### config.mk
export PLATFORM = sky130hd
export DESIGN_NAME = moesif_line_coherence_controller_top
export DESIGN_NICKNAME = d
export VERILOG_FILES = /design/src/rtl/core/moesif_lcc_pkg.sv /design/src/rtl/core/moesif_lcc_next.sv /design/src/rtl/core/moesif_line_coherence_controller_top.sv
export VERILOG_INCLUDE_DIRS = /design/src /design/src/rtl/core
export SDC_FILE = /design/constraint.sdc
export NUM_CORES = 1
export LEC_CHECK = 0
export BUFFER_PORTS_ARGS = -buffer_cell sky130_fd_sc_hd__buf_4
export CORE_UTILIZATION = 45
export CTS_CLUSTER_SIZE = 25
export DETAILED_ROUTE_END_ITERATION = 8
export PLACE_DENSITY = 0.79
export SLEW_MARGIN = 20
export SYNTH_ARGS = -nofsm -noshare
export SYNTH_HDL_FRONTEND = slang
export SYNTH_SLANG_ARGS = --single-unit
### constraint.sdc
create_clock -name clock -period 7.85 [get_ports clock]
set_input_delay 0.785 -clock clock [delete_from_list [all_inputs] [get_ports clock]]
set_output_delay 0.785 -clock clock [all_outputs]
set_load 0.005 [all_outputs]
### src/rtl/core/moesif_line_coherence_controller_top_macros.svh
// Assertion helpers shared by the coherence controller RTL.
`ifndef MOESIF_LINE_COHERENCE_CONTROLLER_TOP_MACROS_SVH
`define MOESIF_LINE_COHERENCE_CONTROLLER_TOP_MACROS_SVH

// The consequent must hold in the same cycle as the antecedent.
`define MLCC_ASSERT_SAME(label, clk, rst, ante, cons) \
   label: assert property (@(posedge clk) disable iff (rst) (ante) |-> (cons)) \
      else $error("coherence controller check failed");

// The consequent must hold in the cycle after the antecedent.
`define MLCC_ASSERT_NEXT(label, clk, rst, ante, cons) \
   label: assert property (@(posedge clk) disable iff (rst) (ante) |=> (cons)) \
      else $error("coherence controller check failed");

`endif

### src/rtl/core/moesif_lcc_pkg.sv
package moesif_lcc_pkg;

   localparam int ADDR_WIDTH_DEFAULT = 32;
   localparam int ID_WIDTH_DEFAULT = 4;
   localparam int STATE_WIDTH = 4;

   typedef enum logic [STATE_WIDTH-1:0] {
      ST_I  = 4'd0,
      ST_S  = 4'd1,
      ST_E  = 4'd2,
      ST_O  = 4'd3,
      ST_M  = 4'd4,
      ST_F  = 4'd5,
      ST_IS = 4'd6,
      ST_IM = 4'd7,
      ST_SM = 4'd8,
      ST_OM = 4'd9,
      ST_FM = 4'd10
   } state_type;

   typedef enum logic [1:0] {
      REQ_NONE = 2'd0,
      REQ_GETS = 2'd1,
      REQ_GETM = 2'd2
   } bus_req_type;

   typedef enum logic [1:0] {
      ERR_OK          = 2'd0,
      ERR_OUTSTANDING = 2'd1,
      ERR_DATA        = 2'd2,
      ERR_ILLEGAL     = 2'd3
   } err_type;

   localparam logic MODE_PROC  = 1'b0;
   localparam logic MODE_SNOOP = 1'b1;

   localparam logic [1:0] MSG_LOAD  = 2'd0;
   localparam logic [1:0] MSG_STORE = 2'd1;
   localparam logic [1:0] SNP_GETS  = 2'd0;
   localparam logic [1:0] SNP_GETM  = 2'd1;
   localparam logic [1:0] SNP_DATA  = 2'd2;

   typedef struct packed {
      bus_req_type bus_request;
      logic        data_to_proc;
      logic        data_on_bus;
      logic        miss;
      logic        silent_upgrade;
      logic        cache_transfer;
      err_type     error_code;
      state_type   state_next;
   } result_type;

endpackage

### src/rtl/core/moesif_lcc_next.sv
module moesif_lcc_next
   import moesif_lcc_pkg::*;
(
   input  state_type  state_cur,
   input  logic       mode,
   input  logic [1:0] message,
   input  logic       shared_line,
   output result_type res
);

   logic transient;
   logic getm;

   assign transient = (state_cur == ST_IS) || (state_cur == ST_IM) || (state_cur == ST_SM) ||
                      (state_cur == ST_OM) || (state_cur == ST_FM);
   assign getm = (message == SNP_GETM);

   always_comb begin
      res = '{bus_request: REQ_NONE, data_to_proc: 1'b0, data_on_bus: 1'b0, miss: 1'b0,
              silent_upgrade: 1'b0, cache_transfer: 1'b0, error_code: ERR_OK,
              state_next: state_cur};
      if (mode == MODE_PROC) begin
         if ((message != MSG_LOAD) && (message != MSG_STORE)) begin
            res.error_code = ERR_ILLEGAL;
         end else if (transient) begin
            res.error_code = ERR_OUTSTANDING;
         end else if (message == MSG_LOAD) begin
            if (state_cur == ST_I) begin
               res.bus_request = REQ_GETS;
               res.state_next = ST_IS;
               res.miss = 1'b1;
            end else begin
               res.data_to_proc = 1'b1;
            end
         end else begin
            case (state_cur)
               ST_I: begin
                  res.bus_request = REQ_GETM;
                  res.state_next = ST_IM;
                  res.miss = 1'b1;
               end
               ST_S: begin
                  res.bus_request = REQ_GETM;
                  res.state_next = ST_SM;
                  res.miss = 1'b1;
               end
               ST_O: begin
                  res.bus_request = REQ_GETM;
                  res.state_next = ST_OM;
                  res.miss = 1'b1;
               end
               ST_F: begin
                  res.bus_request = REQ_GETM;
                  res.state_next = ST_FM;
                  res.miss = 1'b1;
               end
               ST_E: begin
                  res.data_to_proc = 1'b1;
                  res.state_next = ST_M;
                  res.silent_upgrade = 1'b1;
               end
               default: begin
                  res.data_to_proc = 1'b1;
               end
            endcase
         end
      end else if ((message != SNP_GETS) && (message != SNP_GETM) &&
                   (message != SNP_DATA)) begin
         res.error_code = ERR_ILLEGAL;
      end else if (message == SNP_DATA) begin
         case (state_cur)
            ST_I: begin
               res.state_next = ST_I;
            end
            ST_IS: begin
               res.data_to_proc = 1'b1;
               res.state_next = shared_line ? ST_S : ST_E;
            end
            ST_IM, ST_SM, ST_OM, ST_FM: begin
               res.data_to_proc = 1'b1;
               res.state_next = ST_M;
            end
            default: begin
               res.error_code = ERR_DATA;
            end
         endcase
      end else begin
         case (state_cur)
            ST_S: begin
               if (getm) begin
                  res.state_next = ST_I;
               end
            end
            ST_E: begin
               res.data_on_bus = 1'b1;
               res.state_next = getm ? ST_I : ST_F;
            end
            ST_M: begin
               res.data_on_bus = 1'b1;
               res.state_next = getm ? ST_I : ST_O;
            end
            ST_O, ST_F: begin
               res.data_on_bus = 1'b1;
               if (getm) begin
                  res.state_next = ST_I;
               end
            end
            ST_OM, ST_FM: begin
               res.data_on_bus = 1'b1;
               if (getm) begin
                  res.state_next = ST_IM;
               end
            end
            default: begin
               res.state_next = state_cur;
            end
         endcase
         res.cache_transfer = res.data_on_bus;
      end
   end

endmodule

### src/rtl/core/moesif_line_coherence_controller_top.sv
// An accepted item waits in the input register; its result is then registered in the result register.
// Throughput: one item per cycle unless a result is stalled; one line-state lookup and update.
// An input register and a result register let one item wait while its result is stalled.
// Reset is synchronous and active high; it returns the line to state I and empties both stages.
// Results appear in acceptance order, one per item.
module moesif_line_coherence_controller_top
   import moesif_lcc_pkg::*;
#(
   parameter int ADDR_WIDTH = ADDR_WIDTH_DEFAULT,
   parameter int ID_WIDTH   = ID_WIDTH_DEFAULT
)
(
   input  logic                   clock,
   input  logic                   reset,
   input  logic                   req_valid,
   output logic                   req_stall,
   input  logic                   req_mode,
   input  logic [1:0]             req_message,
   input  logic                   req_shared_line,
   input  logic [ADDR_WIDTH-1:0]  req_line_address,
   input  logic [ID_WIDTH-1:0]    req_requester_id,
   output logic                   rsp_valid,
   input  logic                   rsp_stall,
   output logic [1:0]             rsp_bus_request,
   output logic                   rsp_data_to_proc,
   output logic                   rsp_data_on_bus,
   output logic [ID_WIDTH-1:0]    rsp_data_destination,
   output logic [ADDR_WIDTH-1:0]  rsp_result_address,
   output logic                   rsp_miss,
   output logic                   rsp_silent_upgrade,
   output logic                   rsp_cache_transfer,
   output logic [1:0]             rsp_error_code,
   output logic [STATE_WIDTH-1:0] rsp_state_now
);

`include "moesif_line_coherence_controller_top_macros.svh"

   logic                  in_valid_ff, in_valid_in;
   logic                  in_mode_ff;
   logic [1:0]            in_message_ff;
   logic                  in_shared_ff;
   logic [ADDR_WIDTH-1:0] in_addr_ff;
   logic [ID_WIDTH-1:0]   in_rid_ff;

   logic                  rsp_valid_ff, rsp_valid_in;
   result_type            rsp_res_ff;
   logic [ID_WIDTH-1:0]   rsp_dest_ff;
   logic [ADDR_WIDTH-1:0] rsp_addr_ff;

   state_type             state_ff, state_in;
   result_type            step_res;
   logic                  advance;
   logic                  take_in;
   logic                  fire;

   moesif_lcc_next u_next (
      .state_cur   (state_ff),
      .mode        (in_mode_ff),
      .message     (in_message_ff),
      .shared_line (in_shared_ff),
      .res         (step_res)
   );

   assign advance   = !rsp_valid_ff || !rsp_stall;
   assign req_stall = in_valid_ff && !advance;
   assign take_in   = req_valid && !req_stall;
   assign fire      = in_valid_ff && advance;

   always_comb begin
      in_valid_in  = req_stall ? in_valid_ff : req_valid;
      rsp_valid_in = advance ? in_valid_ff : rsp_valid_ff;
      state_in     = fire ? step_res.state_next : state_ff;
   end

   always_ff @(posedge clock) begin
      if (reset) begin
         in_valid_ff  <= 1'b0;
         rsp_valid_ff <= 1'b0;
         state_ff     <= ST_I;
      end else begin
         in_valid_ff  <= in_valid_in;
         rsp_valid_ff <= rsp_valid_in;
         state_ff     <= state_in;
      end
   end

   always_ff @(posedge clock) begin
      if (take_in) begin
         in_mode_ff    <= req_mode;
         in_message_ff <= req_message;
         in_shared_ff  <= req_shared_line;
         in_addr_ff    <= req_line_address;
         in_rid_ff     <= req_requester_id;
      end
      if (fire) begin
         rsp_res_ff  <= step_res;
         rsp_dest_ff <= step_res.data_on_bus ? in_rid_ff : '0;
         rsp_addr_ff <= in_addr_ff;
      end
   end

   assign rsp_valid            = rsp_valid_ff;
   assign rsp_bus_request      = rsp_res_ff.bus_request;
   assign rsp_data_to_proc     = rsp_res_ff.data_to_proc;
   assign rsp_data_on_bus      = rsp_res_ff.data_on_bus;
   assign rsp_data_destination = rsp_dest_ff;
   assign rsp_result_address   = rsp_addr_ff;
   assign rsp_miss             = rsp_res_ff.miss;
   assign rsp_silent_upgrade   = rsp_res_ff.silent_upgrade;
   assign rsp_cache_transfer   = rsp_res_ff.cache_transfer;
   assign rsp_error_code       = rsp_res_ff.error_code;
   assign rsp_state_now        = rsp_res_ff.state_next;

   `MLCC_ASSERT_NEXT(a_err_keeps_state, clock, reset, fire && (step_res.error_code != ERR_OK), $stable(state_ff))
   `MLCC_ASSERT_SAME(a_rsp_matches_state, clock, reset, rsp_valid_ff, rsp_res_ff.state_next == state_ff)
   `MLCC_ASSERT_SAME(a_miss_has_request, clock, reset, rsp_valid_ff && rsp_res_ff.miss, rsp_res_ff.bus_request != REQ_NONE)
   `MLCC_ASSERT_SAME(a_stall_needs_both, clock, reset, req_stall, in_valid_ff && rsp_valid_ff && rsp_stall)

endmodule
[After elaboration in Yosys (flattened, before gate mapping)]
Index checks and enable logic that the tools add are counted.
Word-level totals
  word-level logic and storage cells: 98
  output and inout bits: 51
  register bits: 95
Operators by class
  equal/unequal tests: 14
  bitwise logic cells: 1
  reductions and logical operators: 27
  muxes and demuxes: 38
Operator list (count)
  $mux W4: 8
  $pmux W4 S5: 1
  $eq A4 B3 Y1 const B: 4
  $mux W1: 16
  $mux W2: 8
  $pmux W4 S4: 1
  $eq A4 B4 Y1 const B: 3
  $pmux W4 S3: 1
  $reduce_or A4 Y1: 3
  $reduce_or A6 Y1: 2
  $eq A4 B2 Y1 const B: 2
  $mux W3: 2
  $mux W6: 1
  $reduce_or A3 Y1: 2
  $logic_and A1 B1 Y1: 5
  $logic_or A1 B1 Y1: 5
  $reduce_or A5 Y1: 1
  $eq A4 B1 Y1 const B: 1
  $logic_not A1 Y1: 4
  $logic_not A4 Y1: 1
  $reduce_or A2 Y1: 2
  $eq A2 B1 Y1 const B: 1
  $eq A2 B2 Y1 const B: 1
  $logic_not A2 Y1: 1
  other kinds (4): 4

[Logic depth before layout (Yosys ltp)]
Gate-level depths: netlist of the first run.
  depth after elaboration: 8
  gate-level depth with buffers: 7

[Cells and area by module]
From an unflattened synthesis of the first run, not the netlist that was laid out.
Second synthesis, totals
  cells, all modules: 221
  area, all modules: 3532.1 um2
By module, submodules not included
  moesif_line_coherence_controller_top: cells each 120, area each 2960.3 um2, times used 1
  moesif_lcc_next: cells each 101, area each 571.8 um2, times used 1

[Worst setup path before layout of the first run]
Ideal clock, no wire load.
  kind: input to register
  from: input rsp_stall
  to: register in_addr_ff[0] (enable)
  arrival time: 2802 ps
  path slack: 4606 ps
  path buffers: 0
  stages on the path: 2
  library setup time: 442 ps
  cells stage by stage: and3_1 -> nor2b_1
On the way
  cells in the longest elaborated chain, start to end: 6
RTL lines
  start, declared: RTL line moesif_line_coherence_controller_top.sv:23  | input logic rsp_stall,
  $logic_not A1 Y1: RTL line moesif_line_coherence_controller_top.sv:64  | assign advance = !rsp_valid_ff || !rsp_stall;
  $logic_or A1 B1 Y1: RTL line moesif_line_coherence_controller_top.sv:64
  $logic_not A1 Y1: RTL line moesif_line_coherence_controller_top.sv:65  | assign req_stall = in_valid_ff && !advance;
  $logic_and A1 B1 Y1: RTL line moesif_line_coherence_controller_top.sv:65
  $logic_not A1 Y1: RTL line moesif_line_coherence_controller_top.sv:66  | assign take_in = req_valid && !req_stall;
  $logic_and A1 B1 Y1: RTL line moesif_line_coherence_controller_top.sv:66
  named net take_in: RTL line moesif_line_coherence_controller_top.sv:53  | logic take_in;
  end signal, assigned: RTL line moesif_line_coherence_controller_top.sv:92  | in_addr_ff <= req_line_address;
  end, declared: RTL line moesif_line_coherence_controller_top.sv:42  | logic [ADDR_WIDTH-1:0] in_addr_ff;
The timed path passes the listed nets, and every way through them passes these cells.
A chain may end at the register's enable or synchronous reset.

==> metrics.cfg, run 1 <==
[pwr]
p_leak_uw=0.00173
clockPowerShare=0.301
p_int_uw=745
p_sw_frac=0.229
power_density_mw_per_mm2=210
pwr-share-comb=0.079
peakVddDrop_uv=132
sequentialPowerShare=0.620
switchingPower_uw=221

[placed_design]
dp_slack_ns=5.40
place_area_mm2=0.00439
port_buffers=94
post-dp-hpwl_mm=4.53
gp_congestion=0.827

[sta]
slew_viol_final=0
clock_skew_ns=0.0152
setup_viol=0
tns_ns=0
slew_headroom=0.310
rsz0062_at_grt=false
finalCriticalPeriod_ns=2.24
worst_pin_slew_ns=1.03
fin_ws_ns=5.61
fmax_mhz=447
period_share=0.285
hold_viol=0
hold_ws_ns=0.418

[global_route]
grt_overflow=0
grt_pass1_vias=1931
grtUsageTotal=0.160
grt_max_degree=53
grt_pass1_wl_mm=9.97
antenna_found_initial=0

[synth]
netlist-cell-type-count=54
synth_warnings=0
ys.flop_type=edfxtp_1
ys_seq_area_frac=0.772
synth_edf_count=89
async_reset_ff_frac=0
ys_ff_latch=95
postSynthAreaPerCell_um2=15.9
syn_inst=228
synth_area_mm2=0.00362
synth_nets=272

[critical_path]
required_ns=7.94
crit_arrival_ns=2.33
r2r_end=rsp_state_now[2]$_DFFE_PP_
setup.worst_path.end_class=flop
crit_fanout=19
worst_path_max_delay_cell=dfxtp_1
startpoint_type=flop
critPathTopFamily=flip-flops
r2r_start=state_ff[1]$_SDFFE_PP0P_
r2r_slack_ns=5.61
r2r_cells=5
worst-path-stages=5
crit_buf_inv=1
worstPathCellList=clkinv_1 -> nand4_1 -> a21oi_1 -> a2111oi_2 -> nor2_1
critical_path_class=flop to flop
critPathMaxStageDelay_ns=0.73

[min_path]
hp-start=in_addr_ff[7]$_DFFE_PP_
hp-class=flop to flop
whs_endpoint=rsp_result_address[7]$_DFFE_PP_
min_path_cells=0

[layout]
drive_above_1_share=0.387
antenna_cells=0
area_growth_pct=26.9
final_area_mm2=0.00459
nNetsFinal=365

[clock_tree]
cts_buffer_depth=2
clock_latency_ns=0.36
htreeDepth=3
post_cts_buffers=0
cts_tree=done
cts_resized=0
clk_pin_slew_ns=0.10
root_buffer=clkbuf_8
clock_sink_count=95
ctsHoldBuffers=0
cts_buffers=9

[floorplanning]
core_region_area_mm2=0.00777
die_area_mm2=0.00841
rows=32
io_pins=95
fp.dieW_um=91.7
initial_core_util=0.466
die_h_um=91.7

[detailed_routing]
post_drt_wl_per_cell_um=15.3
vias=2153
routed_wl_mm=6.54
drtIter0Drc=188
drtAntennaViolNets=0
viasPerCell=5.03
drcViolationCount=0
firstDrtPassIters=5

[run_status]
outcome=finished clean

[run]
cap_violations=0

[power groups by stage]
stage               Combinational [uW]  Sequential, uW  Clock [uW]
floorplan                         38.9             603           0
global placement                  73.1             610           0
detailed placement                75.3             611           0
CTS                               75.4             599         299
global route                      82.5             603         317
finish                            76.0             599         291
[cell usage after synthesis, types with 2 or more instances]
master | n | area (um2)
a211oi_1 | 2 | 15.0
a21boi_0 | 2 | 15.0
a21oi_1 | 8 | 40.0
a31oi_1 | 3 | 18.8
and2_1 | 5 | 31.3
and3_1 | 3 | 18.8
buf_2 | 6 | 30.0
buf_4 | 3 | 22.5
clkbuf_1 | 3 | 11.3
dfxtp_1 | 6 | 120
edfxtp_1 | 89 | 2670
inv_1 | 5 | 18.8
nand2_1 | 10 | 37.5
nand2b_1 | 2 | 12.5
nand3_1 | 4 | 20.0
nand4_1 | 2 | 12.5
nor2_1 | 16 | 60.1
nor2b_1 | 5 | 31.3
nor3_1 | 6 | 30.0
nor4_1 | 2 | 12.5
o21ai_0 | 9 | 45.0
o41ai_1 | 3 | 26.3
or2_2 | 2 | 12.5
or2b_1 | 2 | 15.0
[how the worst max path moves through the flow]
stage          slack, ns                          to                      from
5_1_grt             5.46  rsp_state_now[2]$_DFFE_PP_  state_ff[1]$_SDFFE_PP0P_
3_5_place_dp        5.40     in_addr_ff[0]$_DFFE_PP_                 rsp_stall
4_1_cts             5.69  rsp_state_now[2]$_DFFE_PP_  state_ff[1]$_SDFFE_PP0P_
2_1_floorplan       4.61     in_addr_ff[0]$_DFFE_PP_                 rsp_stall
3_3_place_gp        5.49     in_addr_ff[8]$_DFFE_PP_                 rsp_stall
6_report            5.61  rsp_state_now[2]$_DFFE_PP_  state_ff[1]$_SDFFE_PP0P_
[through the flow]
stage                     power [uW]  cells  utilization
after global placement           683    411        0.565
after CTS                        974    427        0.589
final                            966    428        0.591
after detailed placement         686    411        0.565
after floorplan                  642    228            -
after global routing            1000    428        0.591
[metal layers]
metal,GRT usage,up-vias,part of all wire
met1,0.216,997,0.43
met4,0.0675,0,0.013
li1,-,1057,-
met5,0,-,0
met3,0.0332,7,0.061
met2,0.254,92,0.50
[sequential cells by signal (all words and copies together), names as in the netlist, 2 cells and up]
signal                flops
in_addr_ff               32
in_message_ff             2
in_rid_ff                 4
rsp_bus_request           2
rsp_data_destination      4
rsp_error_code            2
rsp_result_address       32
rsp_state_now             4
state_ff                  4
[worst reg2reg max path: cells and delay by family (launching register included)]
kind                   cells  cell delay [ns]
flip-flops                 1             0.73
AND/OR/NAND/NOR            2             0.26
AO/OA/AOI/OAI              2             0.57
buffers and inverters      1             0.42
[cells in the final DEF (no fill, tap or decap), types with 2 or more instances in the layout]
cell,n
a21oi_1,8
o41ai_1,3
nand2_1,10
nand4_1,2
nor2_1,16
edfxtp_1,89
or2_2,2
and3_1,3
a21boi_0,2
nor2b_1,4
inv_6,3
nor3_1,6
a31oi_1,3
inv_1,4
and2_1,5
clkinv_4,2
a211oi_1,2
dfxtp_1,6
nand2b_1,2
o21ai_0,9
nor4_1,2
buf_4,94
nand3_1,4
clkbuf_8,9
inv_2,2
or2b_1,2
[layout make-up]
cell class / count / area, um2
Clock buffer: 9 / 124
Sequential cell: 95 / 2790
Fill cell: 606 / 3170
Inverter: 7 / 26.3
Clock inverter: 7 / 65.1
Multi-Input combinational cell: 113 / 733
Timing Repair Buffer: 95 / 726
Tap cell: 102 / 128
[kinds of logic (layout without fill, tap and decap cells)]
group | after synthesis | count (layout) | share of synthesized area
flip-flops | 95 | 95 | 0.772
XOR/XNOR | 1 | 1 | 0.00242
buffers and inverters | 20 | 118 | 0.0280
AND/OR/NAND/NOR | 66 | 66 | 0.0996
AO/OA/AOI/OAI | 44 | 44 | 0.0926
adder cells (fa/ha/maj) | 2 | 2 | 0.00588
No activity file was read; power rests on OpenSTA's default activity.
==> inputs of run 2 (changes only) <==
==> constraint.sdc (replaced) <==
create_clock -name clock -period 2.2 [get_ports clock]
set_input_delay 0.22 -clock clock [delete_from_list [all_inputs] [get_ports clock]]
set_output_delay 0.22 -clock clock [all_outputs]
set_load 0.005 [all_outputs]
==> run 2 against run 1 <==
- total power grew to 3.6 times the previous value
- combinational power grew to 4.2 times the previous value
- critical path depth unchanged
- die area stayed put
- cell count rose by 2.8%
- global-route usage up 2.1 points
- largest power group unchanged
- worst hold slack worse by 0.37 ns
==> metrics.cfg, run 2 (same netlist as run 1, synthesis figures left out) <==
[run_status]
outcome=finished clean

[detailed_routing]
dr_wl_met3_um=488  ; +23%
drtIter0Drc=155  ; -18%
wl_met2_mm=3.66  ; +12%
routed_wl_mm=7.11  ; +8.6%
firstDrtPassIters=4  ; -1
top_layer_used=met4
drcViolationCount=0  ; unchanged
post_drt_wl_per_cell_um=16.2  ; +5.7%
viasPerCell=5.16  ; +2.6%
route.layer.met1.wl_mm=2.86  ; +2.9%
drtAntennaViolNets=0  ; unchanged
vias=2270  ; +5.4%

[clock_tree]
clk_pin_slew_ns=0.08  ; -0.02 ns
clock_sink_count=95  ; unchanged
cts_resized=0  ; unchanged
post_cts_buffers=0  ; unchanged
cts_tree=done
ctsHoldBuffers=0  ; unchanged
htreeDepth=3  ; unchanged
cts_buffers=9  ; unchanged
root_buffer=clkbuf_8
clock_latency_ns=0.34  ; -0.02 ns
cts_buffer_depth=2  ; unchanged

[sta]
setup_viol=0  ; unchanged
slew_viol_final=0  ; unchanged
tns_ns=0  ; unchanged
worst_pin_slew_ns=0.521  ; -0.513 ns
hold_viol=0  ; unchanged
slew_headroom=0.652  ; +0.343
fmax_mhz=511  ; +14%
period_share=0.890  ; +0.605
clock_skew_ns=0.00826  ; -0.00691 ns
finalCriticalPeriod_ns=1.96  ; -0.279 ns
rsz0062_at_grt=false

[placed_design]
gp_congestion=0.923  ; +12%
post-dp-hpwl_mm=4.92  ; +8.6%
port_buffers=94  ; unchanged

[global_route]
grt_overflow=0  ; unchanged
grt_pass1_wl_mm=11.2  ; +13%
grtUsageTotal=0.181  ; +0.0205
grt_max_degree=41  ; -23%
antenna_found_initial=0  ; unchanged
grt_pass1_vias=2218  ; +15%

[pwr]
power_uw=3480  ; +260%
power_density_mw_per_mm2=743  ; +250%
p_leak_uw=0.00179  ; +3.3%
peakVddDrop_uv=475  ; +260%

[floorplanning]
die_h_um=91.7  ; unchanged
die_area_mm2=0.00841  ; unchanged
initial_core_util=0.466  ; unchanged
rows=32  ; unchanged
io_pins=95  ; unchanged
fp.dieW_um=91.7  ; unchanged
core_region_area_mm2=0.00777  ; unchanged

[critical_path]
startpoint_type=flop
critical_path_class=flop to flop
crit_arrival_ns=2.06  ; -0.27 ns
crit_fanout=15  ; -4
setup.worst_path.end_class=flop
required_ns=2.30  ; -5.64 ns

[layout]
nNetsFinal=378  ; +3.6%
area_growth_pct=29.6
layout_commonest_cell=buf_4
num-fill-cells=593  ; -2.1%
mostFrequentLayoutCells=buf_4, edfxtp_1, nor2_1
drive_above_1_share=0.405  ; +0.0188
antenna_cells=0  ; unchanged

[run]
cap_violations=0  ; unchanged

[min_path]
hp-class=primary input to flop

-- run 2: stage by stage --
step / setup slack (ns) / util / cell area, um2 / hold slack (ns) / instances
final: 0.243 / 0.604 / 4690 / 0.0468 / 440
after global routing: 0.104 / 0.604 / 4690 / 0.00568 / 440
after CTS: 0.246 / 0.604 / 4690 / 0.0206 / 440
after detailed placement: 0.261 / 0.580 / 4500 / 0.399 / 425
after global placement: 0.307 / 0.580 / 4500 / 0.398 / 425
after floorplan: 0.188 / - / 3620 / 0.289 / 228
-- run 2: path summary, 6_finish.rpt --
path	startpoint	to	slack, ns	cells past startpoint
setup reg to reg	in_message_ff[0]$_DFFE_PP_	rsp_state_now[3]$_DFFE_PP_	0.24	5
hold reg to reg	in_addr_ff[23]$_DFFE_PP_	rsp_result_address[23]$_DFFE_PP_	0.42	0
hold / removal	req_message[1]	in_message_ff[1]$_DFFE_PP_	0.05	1
setup / recovery	in_message_ff[0]$_DFFE_PP_	rsp_state_now[3]$_DFFE_PP_	0.24	5
-- run 2: worst max-delay path, cell delays in order (launching register included) --
cell and delay [ns]:
edfxtp_1 0.68, inv_2 0.12, maj3_2 0.32, o32a_1 0.29, a211oi_2 0.24, nor2_1 0.06
-- run 2: power by group --
| group | total, uW | leakage, uW | switching [uW] | internal, uW |
|---|---|---|---|---|
| clock | 1050 | 0.0000887 | 538 | 514 |
| sequential | 2110 | 0.000904 | 31.9 | 2080 |
| combinational | 320 | 0.000798 | 159 | 161 |
| total | 3480 | 0.00179 | 729 | 2760 |
-- run 2: final cells by class --
cell class              count  area (um2)  area share
well taps                 102         128      0.0272
repair buffers            108         823       0.176
inverters                   7        26.3     0.00560
clock buffers               9         124      0.0264
multi-input cells         113         733       0.156
flip-flops and latches     95        2790       0.596
clock inverters             6        62.6      0.0133
-- run 2: per-layer routing --
metal | vias up | global-route usage
met3 | 6 | 0.0589
met5 | - | 0
met2 | 101 | 0.297
li1 | 1085 | -
met4 | 0 | 0.0675
met1 | 1078 | 0.223
==> inputs of run 3 (changes only) <==
--- a/config.mk
+++ b/config.mk
@@ -10,7 +10,7 @@
 export CORE_UTILIZATION = 45
 export CTS_CLUSTER_SIZE = 25
 export DETAILED_ROUTE_END_ITERATION = 8
-export PLACE_DENSITY = 0.79
+export PLACE_DENSITY = 0.81
 export SLEW_MARGIN = 20
 export SYNTH_ARGS = -nofsm -noshare
 export SYNTH_HDL_FRONTEND = slang
==> constraint.sdc (replaced) <==
create_clock -name clock -period 1.72 [get_ports clock]
set_input_delay 0.172 -clock clock [delete_from_list [all_inputs] [get_ports clock]]
set_output_delay 0.172 -clock clock [all_outputs]
set_load 0.005 [all_outputs]
==> run 3 against run 2 <==
- the run now ends with negative setup slack left
- critical path type unchanged
- via count up 14%
- sequential power up 28%
- design area up 15%
- highest routed layer unchanged
- first-iteration DRC count up 30%
- critical path depth unchanged
- worst setup slack worse by 0.33 ns
- sequential share of layout area down 7.5 points
- cell count up 14%
==> metrics.cfg, run 3 (same netlist as run 1, synthesis figures left out) <==
[run_status]
outcome=finished with violations
violations=negative setup slack

[global_route]
grt_pass1_wl_mm=13.7  ; +22%
grt_max_degree=48  ; +17%
grtUsageTotal=0.223  ; +0.0420
antenna_found_initial=0  ; unchanged
grt_pass1_vias=2658  ; +20%
grt_overflow=0  ; unchanged

[placed_design]
place_area_mm2=0.00468  ; +3.9%
dp_slack_ns=-0.0830  ; -0.344 ns
dp_cells=444  ; +4.5%
gp_congestion=0.845  ; -8.4%
post-dp-hpwl_mm=5.51  ; +12%
port_buffers=94  ; unchanged

[pwr]
power_density_mw_per_mm2=837  ; +13%
peakVddDrop_uv=628  ; +32%
power_uw=4510  ; +29%
p_leak_uw=0.00209  ; +17%

[detailed_routing]
vias=2583  ; +14%
viasPerCell=5.14  ; -0.46%
firstDrtPassIters=4  ; unchanged
post_drt_wl_per_cell_um=17.7  ; +9.6%
routed_wl_mm=8.91  ; +25%
drtIter0Drc=202  ; +30%
drtAntennaViolNets=0  ; unchanged
drcViolationCount=0  ; unchanged

[critical_path]
setup.worst_path.end_class=flop
crit_buf_inv=0  ; -1
r2r_end=rsp_state_now[0]$_DFFE_PP_
r2r_start=in_message_ff[0]$_DFFE_PP_
crit_arrival_ns=1.91  ; -0.15 ns
crit_fanout=6  ; -9
critical_path_class=flop to flop
startpoint_type=flop
r2r_slack_ns=-0.08  ; -0.33 ns
worstPathCellList=or4b_4 -> o2111ai_2 -> o41ai_2 -> nor2_2 -> nor2_1
worst_path_max_delay_cell=or4b_4
critPathTopFamily=simple AND/OR/NAND/NOR gates
r2r_cells=5  ; unchanged
critPathMaxStageDelay_ns=0.53  ; -0.15 ns
required_ns=1.83  ; -0.47 ns

[floorplanning]
initial_core_util=0.466  ; unchanged
die_h_um=91.7  ; unchanged
fp.dieW_um=91.7  ; unchanged
io_pins=95  ; unchanged
core_region_area_mm2=0.00777  ; unchanged
rows=32  ; unchanged
die_area_mm2=0.00841  ; unchanged

[clock_tree]
root_buffer=clkbuf_8
cts_buffers=9  ; unchanged
clock_latency_ns=0.35  ; about the same
cts_tree=done
htreeDepth=3  ; unchanged
clk_pin_slew_ns=0.09  ; about the same
cts_buffer_depth=2  ; unchanged
clock_sink_count=95  ; unchanged

[layout]
mostFrequentLayoutCells=buf_4, edfxtp_1, dlygate4sd3_1
antenna_cells=0  ; unchanged
num-fill-cells=507  ; -15%
layout_commonest_cell=buf_4
nNetsFinal=441  ; +17%
drive_above_1_share=0.444  ; +0.0386
final_cells=503  ; +14%
final_area_mm2=0.00539  ; +15%
area_growth_pct=48.8

[min_path]
whs_endpoint=in_valid_ff$_SDFFE_PP0N_
hp-start=req_valid
hp-class=primary input to flop
min_path_cells=2  ; +1

[sta]
slew_headroom=0.760  ; +0.108
fin_ws_ns=-0.0832  ; -0.326 ns
finalCriticalPeriod_ns=1.80  ; -0.154 ns
tns_ns=-0.191  ; -0.191 ns
hold_viol=0  ; unchanged
clock_skew_ns=0.0116  ; +0.00338 ns
setup_viol=4  ; +4
slew_viol_final=0  ; unchanged
worst_pin_slew_ns=0.359  ; -0.162 ns
rsz0062_at_grt=true
period_share=1.05  ; +0.159
fmax_mhz=555  ; +8.5%

[run]
cap_violations=0  ; unchanged

## run 3: how the worst max path moves through the flow
| stage | from | endpoint | slack, ns | cells past startpoint |
|---|---|---|---|---|
| 3_3_place_gp | state_ff[1]$_SDFFE_PP0P_ | rsp_state_now[2]$_DFFE_PP_ | -0.009 | 5 |
| 2_1_floorplan | rsp_valid$_SDFFE_PP0N_ | state_ff[3]$_SDFFE_PP0P_ | 0.02 | 5 |
| 3_5_place_dp | state_ff[1]$_SDFFE_PP0P_ | rsp_state_now[2]$_DFFE_PP_ | -0.08 | 5 |
| 4_1_cts | state_ff[1]$_SDFFE_PP0P_ | rsp_state_now[2]$_DFFE_PP_ | -0.007 | 5 |
| 6_report | in_message_ff[0]$_DFFE_PP_ | rsp_state_now[0]$_DFFE_PP_ | -0.08 | 5 |
| 5_1_grt | in_message_ff[0]$_DFFE_PP_ | rsp_state_now[0]$_DFFE_PP_ | -0.12 | 5 |
## run 3: routing by layer
layer | wire length [um] | GRT usage | vias up
li1 | - | - | 1208
met1 | 3280 | 0.259 | 1225
met2 | 4760 | 0.385 | 124
met3 | 515 | 0.0498 | 26
met4 | 357 | 0.115 | 0
met5 | 0 | 0 | -
## run 3: through the flow
step	hold slack, ns	utilization
5_1_grt	0.0426	0.693
3_5_place_dp	0.351	0.602
6_report	0.0376	0.693
2_1_floorplan	0.237	-
4_1_cts	0.00590	0.678
3_3_place_gp	0.350	0.602
## run 3: layout make-up
| class | count | area (um2) | share of cell area |
|---|---|---|---|
| inverter | 7 | 30.0 | 0.00557 |
| sequential | 95 | 2810 | 0.521 |
| clock inverter | 6 | 37.5 | 0.00697 |
| tap | 102 | 128 | 0.0237 |
| clock buffer | 9 | 124 | 0.0230 |
| multi-input combinational | 113 | 831 | 0.154 |
| timing repair buffer | 171 | 1430 | 0.266 |
## run 3: power by group
group	switching [uW]	total, uW	internal [uW]	leakage (uW)
sequential	46.3	2710	2660	0.000907
clock	721	1230	512	0.0000806
combinational	257	571	314	0.00110
total	1020	4510	3490	0.00209
## run 3: timing repair
item | 4_1_cts | 5_1_grt
endpoints found under the hold margin | 39 | 2
setup buffers | 1 | 2
hold buffers | 39 | 2
pin swaps | 4 | 14
endpoints found under the setup margin | 6 | 9
resized for setup | 7 | 22
